===== config.mk =====
export PLATFORM = sky130hd
export DESIGN_NAME = toroidal_grid_origin_update_top
export DESIGN_NICKNAME = d
export VERILOG_FILES = /design/src/rtl/tgou_pkg.sv /design/src/rtl/tgou_dp.sv /design/src/rtl/tgou_ctrl.sv /design/src/rtl/toroidal_grid_origin_update_top.sv
export SDC_FILE = /design/constraint.sdc
export NUM_CORES = 2
export LEC_CHECK = 0
export BUFFER_PORTS_ARGS = -buffer_cell sky130_fd_sc_hd__buf_4
export CORE_UTILIZATION = 58
export DETAILED_ROUTE_END_ITERATION = 10
export PLACE_DENSITY = 0.89
export SYNTH_ARGS = -nofsm -noshare
export SYNTH_HDL_FRONTEND = slang
export SYNTH_SLANG_ARGS = --single-unit

===== constraint.sdc =====
create_clock -name clk -period 11.9 [get_ports clk]
set_input_delay 0.595 -clock clk [delete_from_list [all_inputs] [get_ports clk]]
set_output_delay 0.595 -clock clk [all_outputs]
set_load 0.1 [all_outputs]

===== src/rtl/tgou_pkg.sv =====
// ----------------------------------------------------------------------------
// tgou_pkg: toroidal grid origin update, shared definitions
// Field widths, range limits, status codes, item structs and the command and
// status bundles between controller and datapath.
// ----------------------------------------------------------------------------
package tgou_pkg;

	localparam int unsigned PosW     = 32;
	localparam int unsigned DimW     = 11;
	localparam int unsigned HoffW    = 12;
	localparam int unsigned CfgIdxW  = 2;
	localparam int unsigned CfgDataW = 12;
	localparam int unsigned NumAxes  = 3;

	localparam int unsigned DimMax     = 1024;
	localparam int unsigned DimMin     = 2;
	localparam int unsigned WrapOffset = 65536;

	// partial products of the slab volume
	localparam int unsigned P1W  = 2 * DimW - 1;
	localparam int unsigned P2W  = 3 * DimW - 2;
	localparam int unsigned VolW = P2W + 1;

	localparam longint RangeLoL = -longint'(WrapOffset);
	localparam longint RangeHiL = (longint'(1) << (PosW - 1)) - longint'(WrapOffset);
	localparam logic signed [PosW:0] RangeLo = (PosW + 1)'(RangeLoL);
	localparam logic signed [PosW:0] RangeHi = (PosW + 1)'(RangeHiL);

	localparam logic [PosW-1:0] InvalidMark = 32'h00FF_FFFF;

	localparam logic [DimW-1:0]  XzDimRst = 11'd128;
	localparam logic [DimW-1:0]  YDimRst  = 11'd64;
	localparam logic [DimW-1:0]  ThrRst   = 11'd4;
	localparam logic [HoffW-1:0] HoffRst  = 12'd0;

	localparam logic [1:0] AxisX = 2'd0;
	localparam logic [1:0] AxisY = 2'd1;
	localparam logic [1:0] AxisZ = 2'd2;

	typedef enum logic [1:0] {
		STAT_NONE    = 2'd0,
		STAT_FULL    = 2'd1,
		STAT_PARTIAL = 2'd2,
		STAT_OOR     = 2'd3
	} status_t;

	typedef enum logic [CfgIdxW-1:0] {
		REG_XZ_DIM     = 2'd0,
		REG_Y_DIM      = 2'd1,
		REG_MOVE_THR   = 2'd2,
		REG_HEIGHT_OFF = 2'd3
	} cfg_reg_t;

	typedef struct packed {
		logic                   command;
		logic signed [PosW-1:0] pos_x;
		logic signed [PosW-1:0] pos_y;
		logic signed [PosW-1:0] pos_z;
		logic                   dominant_only;
	} req_item_t;

	typedef struct packed {
		status_t                status;
		logic signed [PosW-1:0] corner_x;
		logic signed [PosW-1:0] corner_y;
		logic signed [PosW-1:0] corner_z;
		logic [DimW-1:0]        extent_x;
		logic [DimW-1:0]        extent_y;
		logic [DimW-1:0]        extent_z;
		logic                   last;
	} rsp_item_t;

	typedef enum logic [3:0] {
		OP_NOP         = 4'd0,
		OP_LOAD        = 4'd1,
		OP_RANGE       = 4'd2,
		OP_DIFF        = 4'd3,
		OP_DECIDE      = 4'd4,
		OP_CORNER      = 4'd5,
		OP_MUL1        = 4'd6,
		OP_MUL2        = 4'd7,
		OP_ACC         = 4'd8,
		OP_VCHK        = 4'd9,
		OP_EMIT_SINGLE = 4'd10,
		OP_EMIT_SLAB   = 4'd11
	} dp_op_t;

	typedef struct packed {
		dp_op_t     op;
		logic [1:0] axis;
	} dp_cmd_t;

	typedef struct packed {
		logic               partial;
		logic               promote;
		logic               slot_free;
		logic [NumAxes-1:0] moved;
		logic               slab_last;
	} dp_stat_t;

endpackage


===== src/rtl/tgou_dp.sv =====
// ----------------------------------------------------------------------------
// tgou_dp: origin update datapath
// Config registers, grid origin, movement and decision logic, slab corner
// generation, shared volume multipliers and the result output register.
// ----------------------------------------------------------------------------
module tgou_dp import tgou_pkg::*; (
	input  logic                clk,
	input  logic                arst_n,
	input  logic                cfg_we,
	input  logic [CfgIdxW-1:0]  cfg_index,
	input  logic [CfgDataW-1:0] cfg_data,
	input  req_item_t           req_item,
	input  dp_cmd_t             cmd,
	output dp_stat_t            stat,
	input  logic                rsp_stall,
	output logic                rsp_valid,
	output rsp_item_t           rsp_item
);

	function automatic logic [DimW-1:0] sat_dim(input logic [DimW-1:0] d);
		if (d < DimW'(DimMin)) begin
			return DimW'(DimMin);
		end else if (d > DimW'(DimMax)) begin
			return DimW'(DimMax);
		end
		return d;
	endfunction

	logic [DimW-1:0]         xz_dim_q, y_dim_q, thr_q;
	logic [HoffW-1:0]        hoff_q;
	logic [DimW-1:0]         xz_sat, y_sat;
	logic [DimW-2:0]         half [NumAxes];
	logic [DimW-1:0]         ext_full [NumAxes];
	logic [P1W-1:0]          xz_sq_q;
	logic [P2W-1:0]          max_vol_q;
	logic [2*DimW-1:0]       xz_sq_full;
	logic [P1W+DimW-1:0]     max_vol_full;

	logic                    cmd_q, onedir_q;
	logic signed [PosW-1:0]  pos_q [NumAxes];
	logic signed [PosW-1:0]  np_q [NumAxes];
	logic                    oor_q, eq_q;
	logic signed [PosW-1:0]  origin_q [NumAxes];
	logic signed [PosW:0]    mv_q [NumAxes];
	logic [PosW:0]           am_q [NumAxes];
	logic signed [DimW:0]    mvs_q [NumAxes];
	logic signed [PosW-1:0]  nlo_q [NumAxes];
	logic signed [PosW-1:0]  phi_q [NumAxes];
	logic [P1W-1:0]          p1_q;
	logic [P2W-1:0]          p2_q;
	logic [VolW-1:0]         vol_q;
	status_t                 stat_q;
	logic                    rsp_valid_q;
	rsp_item_t               rsp_q;

	logic [NumAxes-1:0]      in_rng;
	logic signed [PosW-1:0]  hoff_ext;
	logic signed [PosW:0]    mv_c [NumAxes];
	logic [PosW:0]           am_c [NumAxes];
	logic                    eq_c;
	logic [PosW:0]           xz_w, y_w, thr_w;
	logic                    big, slow, dom_x, dom_y, partial_c;
	logic [NumAxes-1:0]      keep;
	logic signed [DimW+1:0]  lo_off [NumAxes];
	logic signed [PosW-1:0]  nlo_c [NumAxes];
	logic signed [PosW-1:0]  phi_c [NumAxes];
	logic signed [PosW-1:0]  org_new [NumAxes];
	logic [DimW-1:0]         mvs_abs [NumAxes];
	logic [NumAxes-1:0]      moved;
	logic [DimW-1:0]         amk, eb, ec;
	logic [2*DimW-1:0]       p1_full;
	logic [P1W+DimW-1:0]     p2_full;
	logic                    promote, slab_last, slot_free, load;
	logic signed [PosW-1:0]  corner_c [NumAxes];
	logic [DimW-1:0]         ext_c [NumAxes];
	rsp_item_t               rsp_d;

	// ---------------------------------------------------------------- config
	always_ff @(posedge clk or negedge arst_n) begin
		if (!arst_n) begin
			xz_dim_q <= XzDimRst;
			y_dim_q  <= YDimRst;
			thr_q    <= ThrRst;
			hoff_q   <= HoffRst;
		end else if (cfg_we) begin
			unique case (cfg_reg_t'(cfg_index))
				REG_XZ_DIM:     xz_dim_q <= cfg_data[DimW-1:0];
				REG_Y_DIM:      y_dim_q  <= cfg_data[DimW-1:0];
				REG_MOVE_THR:   thr_q    <= cfg_data[DimW-1:0];
				REG_HEIGHT_OFF: hoff_q   <= cfg_data[HoffW-1:0];
			endcase
		end
	end

	assign xz_sat = sat_dim(xz_dim_q);
	assign y_sat  = sat_dim(y_dim_q);
	assign half[0] = xz_sat[DimW-1:1];
	assign half[1] = y_sat[DimW-1:1];
	assign half[2] = xz_sat[DimW-1:1];

	always_comb begin
		for (int i = 0; i < NumAxes; i++) begin
			ext_full[i] = {half[i], 1'b0};
		end
	end

	// grid volume follows the config registers through the registers xz_sq_q and max_vol_q
	assign xz_sq_full   = {{DimW{1'b0}}, xz_sat} * {{DimW{1'b0}}, xz_sat};
	assign max_vol_full = {{DimW{1'b0}}, xz_sq_q} * {{P1W{1'b0}}, y_sat};

	always_ff @(posedge clk) begin
		xz_sq_q   <= xz_sq_full[P1W-1:0];
		max_vol_q <= max_vol_full[P2W-1:0];
	end

	// ---------------------------------------------------------- evaluation
	assign hoff_ext = {{(PosW-HoffW){hoff_q[HoffW-1]}}, hoff_q};

	always_comb begin
		for (int i = 0; i < NumAxes; i++) begin
			in_rng[i] = ($signed({pos_q[i][PosW-1], pos_q[i]}) >= RangeLo) &&
				($signed({pos_q[i][PosW-1], pos_q[i]}) <= RangeHi);
			mv_c[i] = $signed({np_q[i][PosW-1], np_q[i]}) -
				$signed({origin_q[i][PosW-1], origin_q[i]});
			am_c[i] = mv_c[i][PosW] ? $unsigned(-mv_c[i]) : $unsigned(mv_c[i]);
		end
	end

	assign eq_c = (np_q[0] == origin_q[0]) && (np_q[1] == origin_q[1]) &&
		(np_q[2] == origin_q[2]);

	assign xz_w  = {{(PosW+1-DimW){1'b0}}, xz_sat};
	assign y_w   = {{(PosW+1-DimW){1'b0}}, y_sat};
	assign thr_w = {{(PosW+1-DimW){1'b0}}, thr_q};

	assign big   = (am_q[0] >= xz_w) || (am_q[2] >= xz_w) || (am_q[1] > y_w);
	assign slow  = (am_q[0] < thr_w) && (am_q[1] < thr_w) && (am_q[2] < thr_w);
	assign dom_x = (am_q[0] >= am_q[1]) && (am_q[0] >= am_q[2]);
	assign dom_y = (am_q[1] >= am_q[0]) && (am_q[1] >= am_q[2]);
	assign keep  = !onedir_q ? 3'b111 : dom_x ? 3'b001 : dom_y ? 3'b010 : 3'b100;
	assign partial_c = !cmd_q && !oor_q && !eq_q && !big && !slow;

	// ---------------------------------------------------------- slab corners
	always_comb begin
		for (int i = 0; i < NumAxes; i++) begin
			lo_off[i]  = $signed({mvs_q[i][DimW], mvs_q[i]}) - $signed({3'b000, half[i]});
			nlo_c[i]   = origin_q[i] + {{(PosW-DimW-2){lo_off[i][DimW+1]}}, lo_off[i]};
			phi_c[i]   = origin_q[i] + {{(PosW-DimW+1){1'b0}}, half[i]};
			org_new[i] = origin_q[i] + {{(PosW-DimW-1){mvs_q[i][DimW]}}, mvs_q[i]};
			mvs_abs[i] = mvs_q[i][DimW] ? DimW'(-mvs_q[i]) : mvs_q[i][DimW-1:0];
			moved[i]   = (mvs_q[i] != '0);
		end
	end

	// ---------------------------------------------------------- slab volume
	always_comb begin
		amk = mvs_abs[cmd.axis];
		unique case (cmd.axis)
			AxisX: begin
				eb = ext_full[1];
				ec = ext_full[2];
			end
			AxisY: begin
				eb = ext_full[0];
				ec = ext_full[2];
			end
			AxisZ: begin
				eb = ext_full[0];
				ec = ext_full[1];
			end
			default: begin
				eb = '0;
				ec = '0;
			end
		endcase
	end

	assign p1_full = {{DimW{1'b0}}, amk} * {{DimW{1'b0}}, eb};
	assign p2_full = {{DimW{1'b0}}, p1_q} * {{P1W{1'b0}}, ec};
	assign promote = (vol_q >= {1'b0, max_vol_q});

	// ---------------------------------------------------------- result build
	assign slab_last = (cmd.axis == AxisX) ? !(moved[1] || moved[2]) :
		(cmd.axis == AxisY) ? !moved[2] : 1'b1;

	always_comb begin
		for (int i = 0; i < NumAxes; i++) begin
			corner_c[i] = ((2'(i) == cmd.axis) && !mvs_q[i][DimW]) ? phi_q[i] : nlo_q[i];
			ext_c[i]    = (2'(i) == cmd.axis) ? mvs_abs[i] : ext_full[i];
		end
		rsp_d = '0;
		rsp_d.last = 1'b1;
		if (cmd.op == OP_EMIT_SLAB) begin
			rsp_d.status   = STAT_PARTIAL;
			rsp_d.corner_x = corner_c[0];
			rsp_d.corner_y = corner_c[1];
			rsp_d.corner_z = corner_c[2];
			rsp_d.extent_x = ext_c[0];
			rsp_d.extent_y = ext_c[1];
			rsp_d.extent_z = ext_c[2];
			rsp_d.last     = slab_last;
		end else begin
			rsp_d.status = stat_q;
		end
	end

	assign slot_free = !rsp_valid_q || !rsp_stall;
	assign load = (cmd.op == OP_EMIT_SINGLE) ||
		((cmd.op == OP_EMIT_SLAB) && moved[cmd.axis]);

	// ---------------------------------------------------------- work registers
	always_ff @(posedge clk) begin
		unique case (cmd.op)
			OP_LOAD: begin
				cmd_q    <= req_item.command;
				onedir_q <= req_item.dominant_only;
				pos_q[0] <= req_item.pos_x;
				pos_q[1] <= req_item.pos_y;
				pos_q[2] <= req_item.pos_z;
			end
			OP_RANGE: begin
				oor_q   <= !(&in_rng);
				np_q[0] <= pos_q[0];
				np_q[1] <= pos_q[1] + hoff_ext;
				np_q[2] <= pos_q[2];
			end
			OP_DIFF: begin
				eq_q <= eq_c;
				for (int i = 0; i < NumAxes; i++) begin
					mv_q[i] <= mv_c[i];
					am_q[i] <= am_c[i];
				end
			end
			OP_DECIDE: begin
				priority if (cmd_q) begin
					stat_q <= STAT_NONE;
				end else if (oor_q) begin
					stat_q <= STAT_OOR;
				end else if (eq_q) begin
					stat_q <= STAT_NONE;
				end else if (big) begin
					stat_q <= STAT_FULL;
				end else begin
					stat_q <= STAT_NONE;
				end
				for (int i = 0; i < NumAxes; i++) begin
					mvs_q[i] <= keep[i] ? mv_q[i][DimW:0] : '0;
				end
			end
			OP_CORNER: begin
				vol_q <= '0;
				for (int i = 0; i < NumAxes; i++) begin
					nlo_q[i] <= nlo_c[i];
					phi_q[i] <= phi_c[i];
				end
			end
			OP_MUL1: p1_q <= p1_full[P1W-1:0];
			OP_MUL2: p2_q <= p2_full[P2W-1:0];
			OP_ACC:  vol_q <= vol_q + {1'b0, p2_q};
			OP_VCHK: stat_q <= promote ? STAT_FULL : STAT_PARTIAL;
			default: begin
			end
		endcase
		if (load) begin
			rsp_q <= rsp_d;
		end
	end

	// origin: invalidate and full update at the decision, slab moves afterwards
	always_ff @(posedge clk or negedge arst_n) begin
		if (!arst_n) begin
			for (int i = 0; i < NumAxes; i++) begin
				origin_q[i] <= InvalidMark;
			end
		end else if (cmd.op == OP_DECIDE) begin
			if (cmd_q) begin
				for (int i = 0; i < NumAxes; i++) begin
					origin_q[i] <= InvalidMark;
				end
			end else if (!oor_q && !eq_q && big) begin
				for (int i = 0; i < NumAxes; i++) begin
					origin_q[i] <= np_q[i];
				end
			end
		end else if (cmd.op == OP_CORNER) begin
			for (int i = 0; i < NumAxes; i++) begin
				origin_q[i] <= org_new[i];
			end
		end
	end

	always_ff @(posedge clk or negedge arst_n) begin
		if (!arst_n) begin
			rsp_valid_q <= 1'b0;
		end else if (load) begin
			rsp_valid_q <= 1'b1;
		end else if (!rsp_stall) begin
			rsp_valid_q <= 1'b0;
		end
	end

	assign rsp_valid = rsp_valid_q;
	assign rsp_item  = rsp_q;

	assign stat.partial   = partial_c;
	assign stat.promote   = promote;
	assign stat.slot_free = slot_free;
	assign stat.moved     = moved;
	assign stat.slab_last = slab_last;

endmodule


===== src/rtl/tgou_ctrl.sv =====
// ----------------------------------------------------------------------------
// tgou_ctrl: origin update sequencer
// Walks items through range check, movement, decision, slab volume (partial
// moves) and emission, one datapath command per cycle but for output stalls.
// ----------------------------------------------------------------------------
module tgou_ctrl import tgou_pkg::*; (
	input  logic     clk,
	input  logic     arst_n,
	input  logic     req_valid,
	output logic     req_stall,
	input  dp_stat_t stat,
	output dp_cmd_t  cmd
);

	typedef enum logic [10:0] {
		ST_IDLE   = 11'b000_0000_0001,
		ST_RANGE  = 11'b000_0000_0010,
		ST_DIFF   = 11'b000_0000_0100,
		ST_DECIDE = 11'b000_0000_1000,
		ST_CORNER = 11'b000_0001_0000,
		ST_MUL1   = 11'b000_0010_0000,
		ST_MUL2   = 11'b000_0100_0000,
		ST_ACC    = 11'b000_1000_0000,
		ST_VCHK   = 11'b001_0000_0000,
		ST_SINGLE = 11'b010_0000_0000,
		ST_SLAB   = 11'b100_0000_0000
	} state_t;

	state_t     state_q, state_d;
	logic [1:0] axis_q, axis_d;

	always_comb begin
		state_d  = state_q;
		axis_d   = axis_q;
		cmd.op   = OP_NOP;
		cmd.axis = axis_q;
		unique case (state_q)
			ST_IDLE: begin
				if (req_valid) begin
					cmd.op  = OP_LOAD;
					state_d = ST_RANGE;
				end
			end
			ST_RANGE: begin
				cmd.op  = OP_RANGE;
				state_d = ST_DIFF;
			end
			ST_DIFF: begin
				cmd.op  = OP_DIFF;
				state_d = ST_DECIDE;
			end
			ST_DECIDE: begin
				cmd.op  = OP_DECIDE;
				state_d = stat.partial ? ST_CORNER : ST_SINGLE;
			end
			ST_CORNER: begin
				cmd.op  = OP_CORNER;
				axis_d  = AxisX;
				state_d = ST_MUL1;
			end
			ST_MUL1: begin
				cmd.op  = OP_MUL1;
				state_d = ST_MUL2;
			end
			ST_MUL2: begin
				cmd.op  = OP_MUL2;
				state_d = ST_ACC;
			end
			ST_ACC: begin
				cmd.op = OP_ACC;
				if (axis_q == AxisZ) begin
					state_d = ST_VCHK;
				end else begin
					axis_d  = axis_q + 2'd1;
					state_d = ST_MUL1;
				end
			end
			ST_VCHK: begin
				cmd.op  = OP_VCHK;
				axis_d  = AxisX;
				state_d = stat.promote ? ST_SINGLE : ST_SLAB;
			end
			ST_SINGLE: begin
				if (stat.slot_free) begin
					cmd.op  = OP_EMIT_SINGLE;
					state_d = ST_IDLE;
				end
			end
			ST_SLAB: begin
				// axes that did not move are passed over without a result
				if (!stat.moved[axis_q]) begin
					axis_d  = axis_q + 2'd1;
					state_d = (axis_q == AxisZ) ? ST_IDLE : ST_SLAB;
				end else if (stat.slot_free) begin
					cmd.op  = OP_EMIT_SLAB;
					axis_d  = axis_q + 2'd1;
					state_d = stat.slab_last ? ST_IDLE : ST_SLAB;
				end
			end
			default: begin
				state_d = ST_IDLE;
			end
		endcase
	end

	always_ff @(posedge clk or negedge arst_n) begin
		if (!arst_n) begin
			state_q <= ST_IDLE;
			axis_q  <= AxisX;
		end else begin
			state_q <= state_d;
			axis_q  <= axis_d;
		end
	end

	assign req_stall = (state_q != ST_IDLE);

endmodule


===== src/rtl/toroidal_grid_origin_update_top.sv =====
// Results: a single-result item (none, full, out of range, invalidate) or a promoted full
//   update is registered at the output as one result item; slab regions follow each other.
// Flow: a new item is taken only once the previous one has emitted its last result, and an
//   output stall holds the block busy; only axes that moved yield a slab region, and
//   the slab volume runs through multipliers shared by all axes, three steps per axis.
// Reset: origin set to the invalid marker 0xffffff, config registers to their defaults.
// ----------------------------------------------------------------------------
// toroidal_grid_origin_update_top: toroidal grid origin tracker
// Keeps the voxel grid origin and answers each position item with none, full
// update, out of range, or one to three slab regions to refresh.
// ----------------------------------------------------------------------------
module toroidal_grid_origin_update_top import tgou_pkg::*; (
	input  logic                clk,
	input  logic                arst_n,
	input  logic                req_valid,
	output logic                req_stall,
	input  req_item_t           req_item,
	output logic                rsp_valid,
	input  logic                rsp_stall,
	output rsp_item_t           rsp_item,
	input  logic                cfg_valid,
	output logic                cfg_ready,
	input  logic [CfgIdxW-1:0]  cfg_index,
	input  logic [CfgDataW-1:0] cfg_data
);

	dp_cmd_t  cmd;
	dp_stat_t stat;

	assign cfg_ready = 1'b1;

	tgou_ctrl u_ctrl (
		.clk       (clk),
		.arst_n    (arst_n),
		.req_valid (req_valid),
		.req_stall (req_stall),
		.stat      (stat),
		.cmd       (cmd)
	);

	tgou_dp u_dp (
		.clk       (clk),
		.arst_n    (arst_n),
		.cfg_we    (cfg_valid && cfg_ready),
		.cfg_index (cfg_index),
		.cfg_data  (cfg_data),
		.req_item  (req_item),
		.cmd       (cmd),
		.stat      (stat),
		.rsp_stall (rsp_stall),
		.rsp_valid (rsp_valid),
		.rsp_item  (rsp_item)
	);

	// an accepted item keeps the block busy in the following cycle
	a_busy_after_accept: assert property (@(posedge clk) disable iff (!arst_n)
		(req_valid && !req_stall) |=> req_stall)
		else $error("item accepted but block not busy next cycle");

	a_single_last: assert property (@(posedge clk) disable iff (!arst_n)
		(rsp_valid && rsp_item.status != STAT_PARTIAL) |-> rsp_item.last)
		else $error("non-region result without last");

	a_slab_extent: assert property (@(posedge clk) disable iff (!arst_n)
		(rsp_valid && rsp_item.status == STAT_PARTIAL) |->
		(rsp_item.extent_x != '0 && rsp_item.extent_y != '0 && rsp_item.extent_z != '0))
		else $error("slab region with empty extent");

endmodule


Word level (Yosys, flattened, before mapping). Memory sizes are Yosys's and may differ from the RTL's. Cells that the tools add are included.

Reduce and logical (&&, ||, !) cells: 60. Magnitude comparators: 23. Bitwise gates (word level): 1. Equality and inequality tests: 39. $mul: 4. Add/sub/neg operators: 24. Muxes and demuxes: 79.

Operators with widths (number): $mux W96 (4); $mux W11 (21); $add A32 B32 Y32 (6); $ge A33 B33 Y1 (4); $pmux W11 S11 (1); $lt A33 B11 Y1 (3); $mux W33 (3); $neg A33 Y33 (3); $sub A32 B32 Y33 (3); $add A32 B10 Y32 (3); $eq A32 B32 Y1 (3); $ge A32 B17 Y1 const B (3); $le A32 B32 Y1 const B (3); $mux W32 (3); $ge A33 B11 Y1 (2); $pmux W32 S2 (1); $mul A21 B11 Y31 (2); $pmux W11 S2 (2); $pmux W4 S11 (1); $mul A11 B11 Y21 (2); $sub A12 B11 Y13 (3); $mux W12 (3); $reduce_bool A12 Y1 (3); $gt A33 B11 Y1 (1); other kinds (52) (147).

Memories: 7. Output and inout bits: 135. Flip-flop bits (word level): 429. RAM bits: 618. Word-level logic and storage cells: 268.

Memories: u_dp.am_q (depth 3, width 33, rd ports 3, clocked after memory_dff 0, wr ports 3, RTL line tgou_dp.sv:45) `logic [PosW:0] am_q [NumAxes];`; u_dp.mv_q (depth 3, width 33, rd ports 3, clocked after memory_dff 0, wr ports 3, RTL line tgou_dp.sv:44) `logic signed [PosW:0] mv_q [NumAxes];`; u_dp.nlo_q (depth 3, width 32, rd ports 3, clocked after memory_dff 0, wr ports 3, RTL line tgou_dp.sv:47) `logic signed [PosW-1:0] nlo_q [NumAxes];`; u_dp.np_q (depth 3, width 32, rd ports 3, clocked after memory_dff 0, wr ports 3, RTL line tgou_dp.sv:41) `logic signed [PosW-1:0] np_q [NumAxes];`; u_dp.phi_q (depth 3, width 32, rd ports 3, clocked after memory_dff 0, wr ports 3, RTL line tgou_dp.sv:48) `logic signed [PosW-1:0] phi_q [NumAxes];`; u_dp.pos_q (depth 3, width 32, rd ports 3, clocked after memory_dff 0, wr ports 3, RTL line tgou_dp.sv:40) `logic signed [PosW-1:0] pos_q [NumAxes];`; 1 more memories.

Logic depth before layout (Yosys ltp).
Word-level depth: 12. Depth in mapped cells: 32. Mapped depth without buffers: 29.

Modules after synthesis. Synthesis repeated with hierarchy kept, for this count alone.

Cells, all modules: 8469. Area, all modules: 82088.7 um^2.

Modules (own cells, without submodules): tgou_dp (sequential area each 27760.4 um^2, cells each 8366, times used 1, area an instance 81122.8 um^2); tgou_ctrl (sequential area each 326.6 um^2, cells each 101, times used 1, area an instance 954.7 um^2); toroidal_grid_origin_update_top (sequential area each 0.0 um^2, cells each 2, times used 1, area an instance 11.3 um^2).

Worst setup path before layout. Ideal clock, no wire load.

Path type: register to register. From: register u_ctrl.state_q[3]. To: memory u_dp.am_q[0][10] (netlist name), enable pin. Setup time: 0.816 ns. Setup slack: 0.403 ns. Clock period less this slack: 11.497 ns. Data arrival time: 10.681 ns. Cell stages (with the launch flop): 4. Path through: dfrtp_1 -> nor4_1 -> nand3_1 -> nor3b_1.

RTL lines: start: declaration (RTL line tgou_ctrl.sv:29) `state_t state_q, state_d;`; start signal: assignment (RTL line tgou_ctrl.sv:111) `state_q <= state_d;`; end: declaration (RTL line tgou_dp.sv:45).

Final worst setup path.
From: register u_dp.xz_dim_q[10]. To: register u_dp.p2_q[29] (data pin).

Longest elaborated chain between the ends: 6.

RTL lines: start: declaration (RTL line tgou_dp.sv:29) `logic [DimW-1:0] xz_dim_q, y_dim_q, thr_q;`; start signal: assignment (RTL line tgou_dp.sv:81) `xz_dim_q <= XzDimRst;`; start signal: assignment (RTL line tgou_dp.sv:87) `REG_XZ_DIM: xz_dim_q <= cfg_data[DimW-1:0];`; $gt A11 B11 Y1 (RTL line tgou_dp.sv:23) `end else if (d > DimW'(DimMax)) begin`; $mux W1 (RTL line tgou_dp.sv:23); $mux W1 (RTL line tgou_dp.sv:21) `if (d < DimW'(DimMin)) begin`; $mux W11 (*) (RTL line tgou_dp.sv:26) `return d;`; $pmux W11 S2 (*) (RTL line tgou_dp.sv:158) `unique case (cmd.axis)`; $mul A21 B11 Y31 (*) (RTL line tgou_dp.sv:179) `assign p2_full = {{DimW{1'b0}}, p1_q} * {{P1W{1'b0}}, ec};`; net u_dp.p2_full[29] (RTL line tgou_dp.sv:72) `logic [P1W+DimW-1:0] p2_full;`; end signal: assignment (RTL line tgou_dp.sv:258) `OP_MUL2: p2_q <= p2_full[P2W-1:0];`; end: declaration (RTL line tgou_dp.sv:50) `logic [P2W-1:0] p2_q;`.

The timed path passes the listed nets; every way through them passes the cells marked *. A chain may end at the register's enable or synchronous reset.

==> Implementation_results.wiki <==
{| class="wikitable"
! Metric !! Value
|-
| Routed len/inst || 22.54 um
|-
| WP buf/inv || 5
|-
| Start point of the critical path || u_dp.xz_dim_q[10]
|-
| Initial Utilization || 0.5849
|-
| Remaining global-route overflow || 0
|-
| Die Outline Area || 142,400 um2
|-
| Via-to-Cell Ratio || 6.249
|-
| Top cell family by delay on the critical path || adder cells
|-
| Part of the cycle the worst path needs || 0.8010
|-
| Final Hold Violating Endpoints || 0
|-
| HPWL after detailed placement || 181.7 mm
|-
| Post-layout min period || 9532 ps
|-
| Number of standard-cell rows in the floorplan || 137
|-
| Hold Crit Endpoint || u_dp.pos_q[0][38]
|-
| Worst voltage drop across the vdd grid || 0.0004353 V
|-
| Setup clock skew after layout || 74.00 ps
|-
| Gate count after technology mapping || 8,390
|-
| Total power divided by cell area || 281.1 nW/um2
|-
| Area share of the leading cell type in the synthesized netlist || 0.2826
|-
| Largest stage delay on the critical path || 920 ps
|-
| Reg-to-Reg End || u_dp.p2_q[29]
|-
| Total net switching power || 12,010 uW
|-
| Crit path required time || 12,360 ps
|-
| Largest net degree at the start of global routing || 85
|-
| Total of buffers placed on input and output ports || 250
|-
| Max-Slew Margin vs Limit || 0.08145
|-
| Largest cells by area after synthesis || sky130_fd_sc_hd__edfxtp_1 28%, sky130_fd_sc_hd__ha_1 13%, sky130_fd_sc_hd__fa_1 11%
|-
| Via count of the first global-routing pass || 67,140
|-
| Depth of the worst register-to-register path || 26
|-
| Number of CTS-inserted buffers || 106
|-
| Maximum clock insertion buffer count || 3
|-
| H-tree depth reported by CTS || 3
|-
| Via count || 66,420
|-
| Overall routed net length || 239.5 mm
|-
| Share of synthesized area occupied by flip-flops and latches || 0.3437
|-
| Nets || 10,090
|-
| Switching power share of the total || 0.4738
|-
| Leading register cell type out of synthesis || sky130_fd_sc_hd__edfxtp_1
|-
| Io pins || 252
|-
| CTS tree || done
|-
| Clock latency on the worst-skew pair || 770 ps
|-
| Clock-pin transition on the worst setup and hold timing paths || 70 ps
|-
| Number of fill cells || 10,540
|-
| Ys async rst share || 0.1590
|-
| Worst flop-to-flop path startpoint || u_dp.xz_dim_q[10]
|-
| Initial DRT Pass Iterations || 9
|-
| Placer Congestion || 1.003
|-
| Post-Synthesis Cell Area || 81,720 um2
|-
| Core utilization of the finished layout || 0.6457
|-
| Max-slew violation total from the final report || 0
|-
| CTS Root Cell || sky130_fd_sc_hd__clkbuf_16
|-
| Die X || 377.4 um
|-
| # Max-Cap Violations || 0
|-
| Number of synthesized register bits || 975
|-
| Result of the run || completed
|-
| Overall track demand over capacity in global routing || 0.3329
|-
| Maximum fanout along the worst path || 17
|-
| Area overhead of the layout relative to synthesis || 10.38%
|-
| Startpoint-to-endpoint class of the critical path || reg2reg
|-
| Gate power share || 0.653
|-
| Critical Path Stages || 26
|-
| Unique masters post-synth || 100
|-
| Leakage power figure || 0.03914 uW
|-
| Hold path start || req_item[39]
|-
| Fmax achieved || 104.9 MHz
|-
| Std-Cell Core Area || 139,700 um2
|-
| Clock Sink Count || 975
|-
| Setup violations, final || 0
|-
| Number of flops mapped to enable cells by yosys || 769
|-
| Remaining antenna violation count after routing || 0
|-
| Worst hold stages || 1
|-
| Cell occurring most often along the worst timing path || sky130_fd_sc_hd__fa_1
|-
| Internal reg-to-reg setup slack || 2370 ps
|-
| Synth Warn # || 0
|-
| Post-synthesis cell type with the largest combined area || sky130_fd_sc_hd__edfxtp_1
|-
| Portion of total power attributed to the clock network || 0.136
|-
| Setup Total Neg Slack || 0 ps
|-
| Post-Syn Area per Cell || 9.740 um2
|-
| Internal portion of total power || 13,340 uW
|-
| Setup repair after global routing missed its margin || false
|-
| Wire length of the first global-routing pass || 368.6 mm
|-
| Violation count after the first detailed-route iteration || 6,228
|-
| Share of final-layout standard cells stronger than drive strength 1 || 0.08023
|-
| Sequential share of power || 0.211
|-
| Number of antenna violations at the first check in global routing || 8
|-
| # DRC || 0
|-
| Worst slew pin tran || 1368 ps
|-
| Critical path data arrival time || 10,000 ps
|-
| Slowest-stage cell, CP || sky130_fd_sc_hd__dfrtp_1
|-
| Kind of end point of the critical path || flip-flop
|-
| Startpoint Class || flip-flop
|-
| Vert. Die Dim || 377.4 um
|-
| Class of the tightest hold or removal check || in2reg
|}
-- per-stage QoR --
step           hold WS, ps  instances  worst slack (ps)  cell area [um2]  power (uW)
2_1_floorplan        299.4       8403             403.3            81770       17560
3_3_place_gp         431.4      10340              2824            85660       20720
3_5_place_dp         435.1      10340              2572            85660       21520
4_1_cts              80.07      10630              2533            90190       25150
5_1_grt              96.39      10630              1979            90200       27410
6_report             112.5      10630              2368            90200       25360
-- layout make-up --
| cell class | instances | area, um2 | share of cell area |
|---|---|---|---|
| Clock buffer | 131 | 2828 | 0.03135 |
| Sequential cell | 975 | 28090 | 0.3114 |
| Inverter | 911 | 3427 | 0.03799 |
| Tap cell | 1876 | 2347 | 0.02602 |
| Timing Repair Buffer | 420 | 3385 | 0.03752 |
| Antenna cell | 2 | 5.005 | 0.00005548 |
| Multi-Input combinational cell | 6245 | 49320 | 0.5468 |
| Clock inverter | 68 | 798.3 | 0.008850 |
-- worst reg2reg max path: cells and delay by family (launching register included) --
| family | cells | cell delay (ps) |
|---|---|---|
| AOI/OAI and AO/OA | 8 | 2170 |
| xor gates and xnor gates | 1 | 120 |
| adders and majority gates | 6 | 2910 |
| buffers and inverters | 5 | 830 |
| DFF | 1 | 920 |
| and+or+nand+nor | 6 | 2300 |
-- synth_stat cells (31+ instances only) --
cell type and instances:
sky130_fd_sc_hd__nor4_1 59, sky130_fd_sc_hd__ha_1 859, sky130_fd_sc_hd__a21boi_0 31, sky130_fd_sc_hd__mux2_2 48
sky130_fd_sc_hd__a211oi_1 88, sky130_fd_sc_hd__a31oi_1 55, sky130_fd_sc_hd__a21o_1 240, sky130_fd_sc_hd__a21oi_1 550
sky130_fd_sc_hd__nand3_1 133, sky130_fd_sc_hd__o21bai_1 58, sky130_fd_sc_hd__o211ai_1 37, sky130_fd_sc_hd__dfxtp_1 51
sky130_fd_sc_hd__nand2_1 859, sky130_fd_sc_hd__fa_1 451, sky130_fd_sc_hd__clkbuf_1 242, sky130_fd_sc_hd__nor3_1 130
sky130_fd_sc_hd__nand2b_1 79, sky130_fd_sc_hd__edfxtp_1 769, sky130_fd_sc_hd__nand4_1 91, sky130_fd_sc_hd__dfstp_2 76
sky130_fd_sc_hd__o31ai_1 39, sky130_fd_sc_hd__inv_1 910, sky130_fd_sc_hd__nor2b_1 106, sky130_fd_sc_hd__or3_1 31
sky130_fd_sc_hd__nor2_1 501, sky130_fd_sc_hd__dfrtp_1 79, sky130_fd_sc_hd__and2_1 222, sky130_fd_sc_hd__o21ai_0 350
sky130_fd_sc_hd__xnor2_1 414, sky130_fd_sc_hd__and3_1 115, sky130_fd_sc_hd__o21a_1 79, sky130_fd_sc_hd__xor2_1 181
-- how the worst max path moves through the flow --
| stage | endpoint |
|---|---|
| after floorplan | u_dp.am_q[0][10] |
| after global placement | u_dp.p2_q[29] |
| after detailed placement | u_dp.p2_q[29] |
| after CTS | u_dp.p2_q[29] |
| after global routing | u_dp.p2_q[29] |
| final | u_dp.p2_q[29] |
-- registers in the layout, indices dropped and copies added (netlist names), 29 cells and up --
name            cells
u_dp.np_q          96
u_dp.phi_q         96
u_dp.mvs_q         36
u_dp.max_vol_q     31
u_dp.mv_q          36
u_dp.p2_q          29
u_dp.am_q          96
u_dp.vol_q         30
u_dp.nlo_q         96
u_dp.pos_q         96
u_dp.origin_q      96
u_dp.rsp_item     132
-- what timing repair did --
action                    in CTS  in global routing
buffers inserted               0                  0
resized for setup              0                  0
hold endpoints to repair     111                  0
hold buffers                  91                  0
-- cell families after synthesis --
family	Yosys count	share of synthesized area
AO/OA/AOI/OAI	1811	0.1425
XOR/XNOR	595	0.06377
adder cells (fa/ha/maj)	1310	0.2420
buffers and inverters	1183	0.05457
flip-flops	975	0.3437
multiplexers	60	0.008084
other	2	0.00009190
AND/OR/NAND/NOR	2454	0.1452
-- power by group through the flow --
stage | registers, uW | clock network (uW) | logic [uW]
detailed placement | 5390 | 0 | 16100
global placement | 5380 | 0 | 15300
finish | 5360 | 3440 | 16600
CTS | 5330 | 3460 | 16400
global route | 5380 | 3590 | 18400
floorplan | 5440 | 0 | 12100
-- metal layers --
metal  GRT usage  up-vias  part of all wire
met4      0.2289       12             0.081
met1      0.3950    32270              0.37
met3     0.05609      855             0.081
met5           0        -           0.00031
li1            -    29890                 -
met2      0.5529     3385              0.47
-- layout by cell type, fill, tap and decap left out, types with 76 or more instances in the layout --
cell type and count:
sky130_fd_sc_hd__nor2b_1 103, sky130_fd_sc_hd__xor2_1 181, sky130_fd_sc_hd__dlygate4sd3_1 91, sky130_fd_sc_hd__a21o_1 240, sky130_fd_sc_hd__edfxtp_1 769, sky130_fd_sc_hd__nor3_1 130, sky130_fd_sc_hd__dfrtp_1 79, sky130_fd_sc_hd__o21ai_0 350
sky130_fd_sc_hd__clkbuf_16 107, sky130_fd_sc_hd__ha_1 859, sky130_fd_sc_hd__inv_1 909, sky130_fd_sc_hd__o21a_1 79, sky130_fd_sc_hd__and3_1 115, sky130_fd_sc_hd__nand3_1 133, sky130_fd_sc_hd__a21oi_1 548, sky130_fd_sc_hd__nand2_1 859
sky130_fd_sc_hd__nand4_1 91, sky130_fd_sc_hd__nor2_1 497, sky130_fd_sc_hd__dfstp_2 76, sky130_fd_sc_hd__and2_1 222, sky130_fd_sc_hd__buf_4 328, sky130_fd_sc_hd__nand2b_1 78, sky130_fd_sc_hd__xnor2_1 414, sky130_fd_sc_hd__fa_1 451
sky130_fd_sc_hd__a211oi_1 88
(Power assumes the default switching activity.)
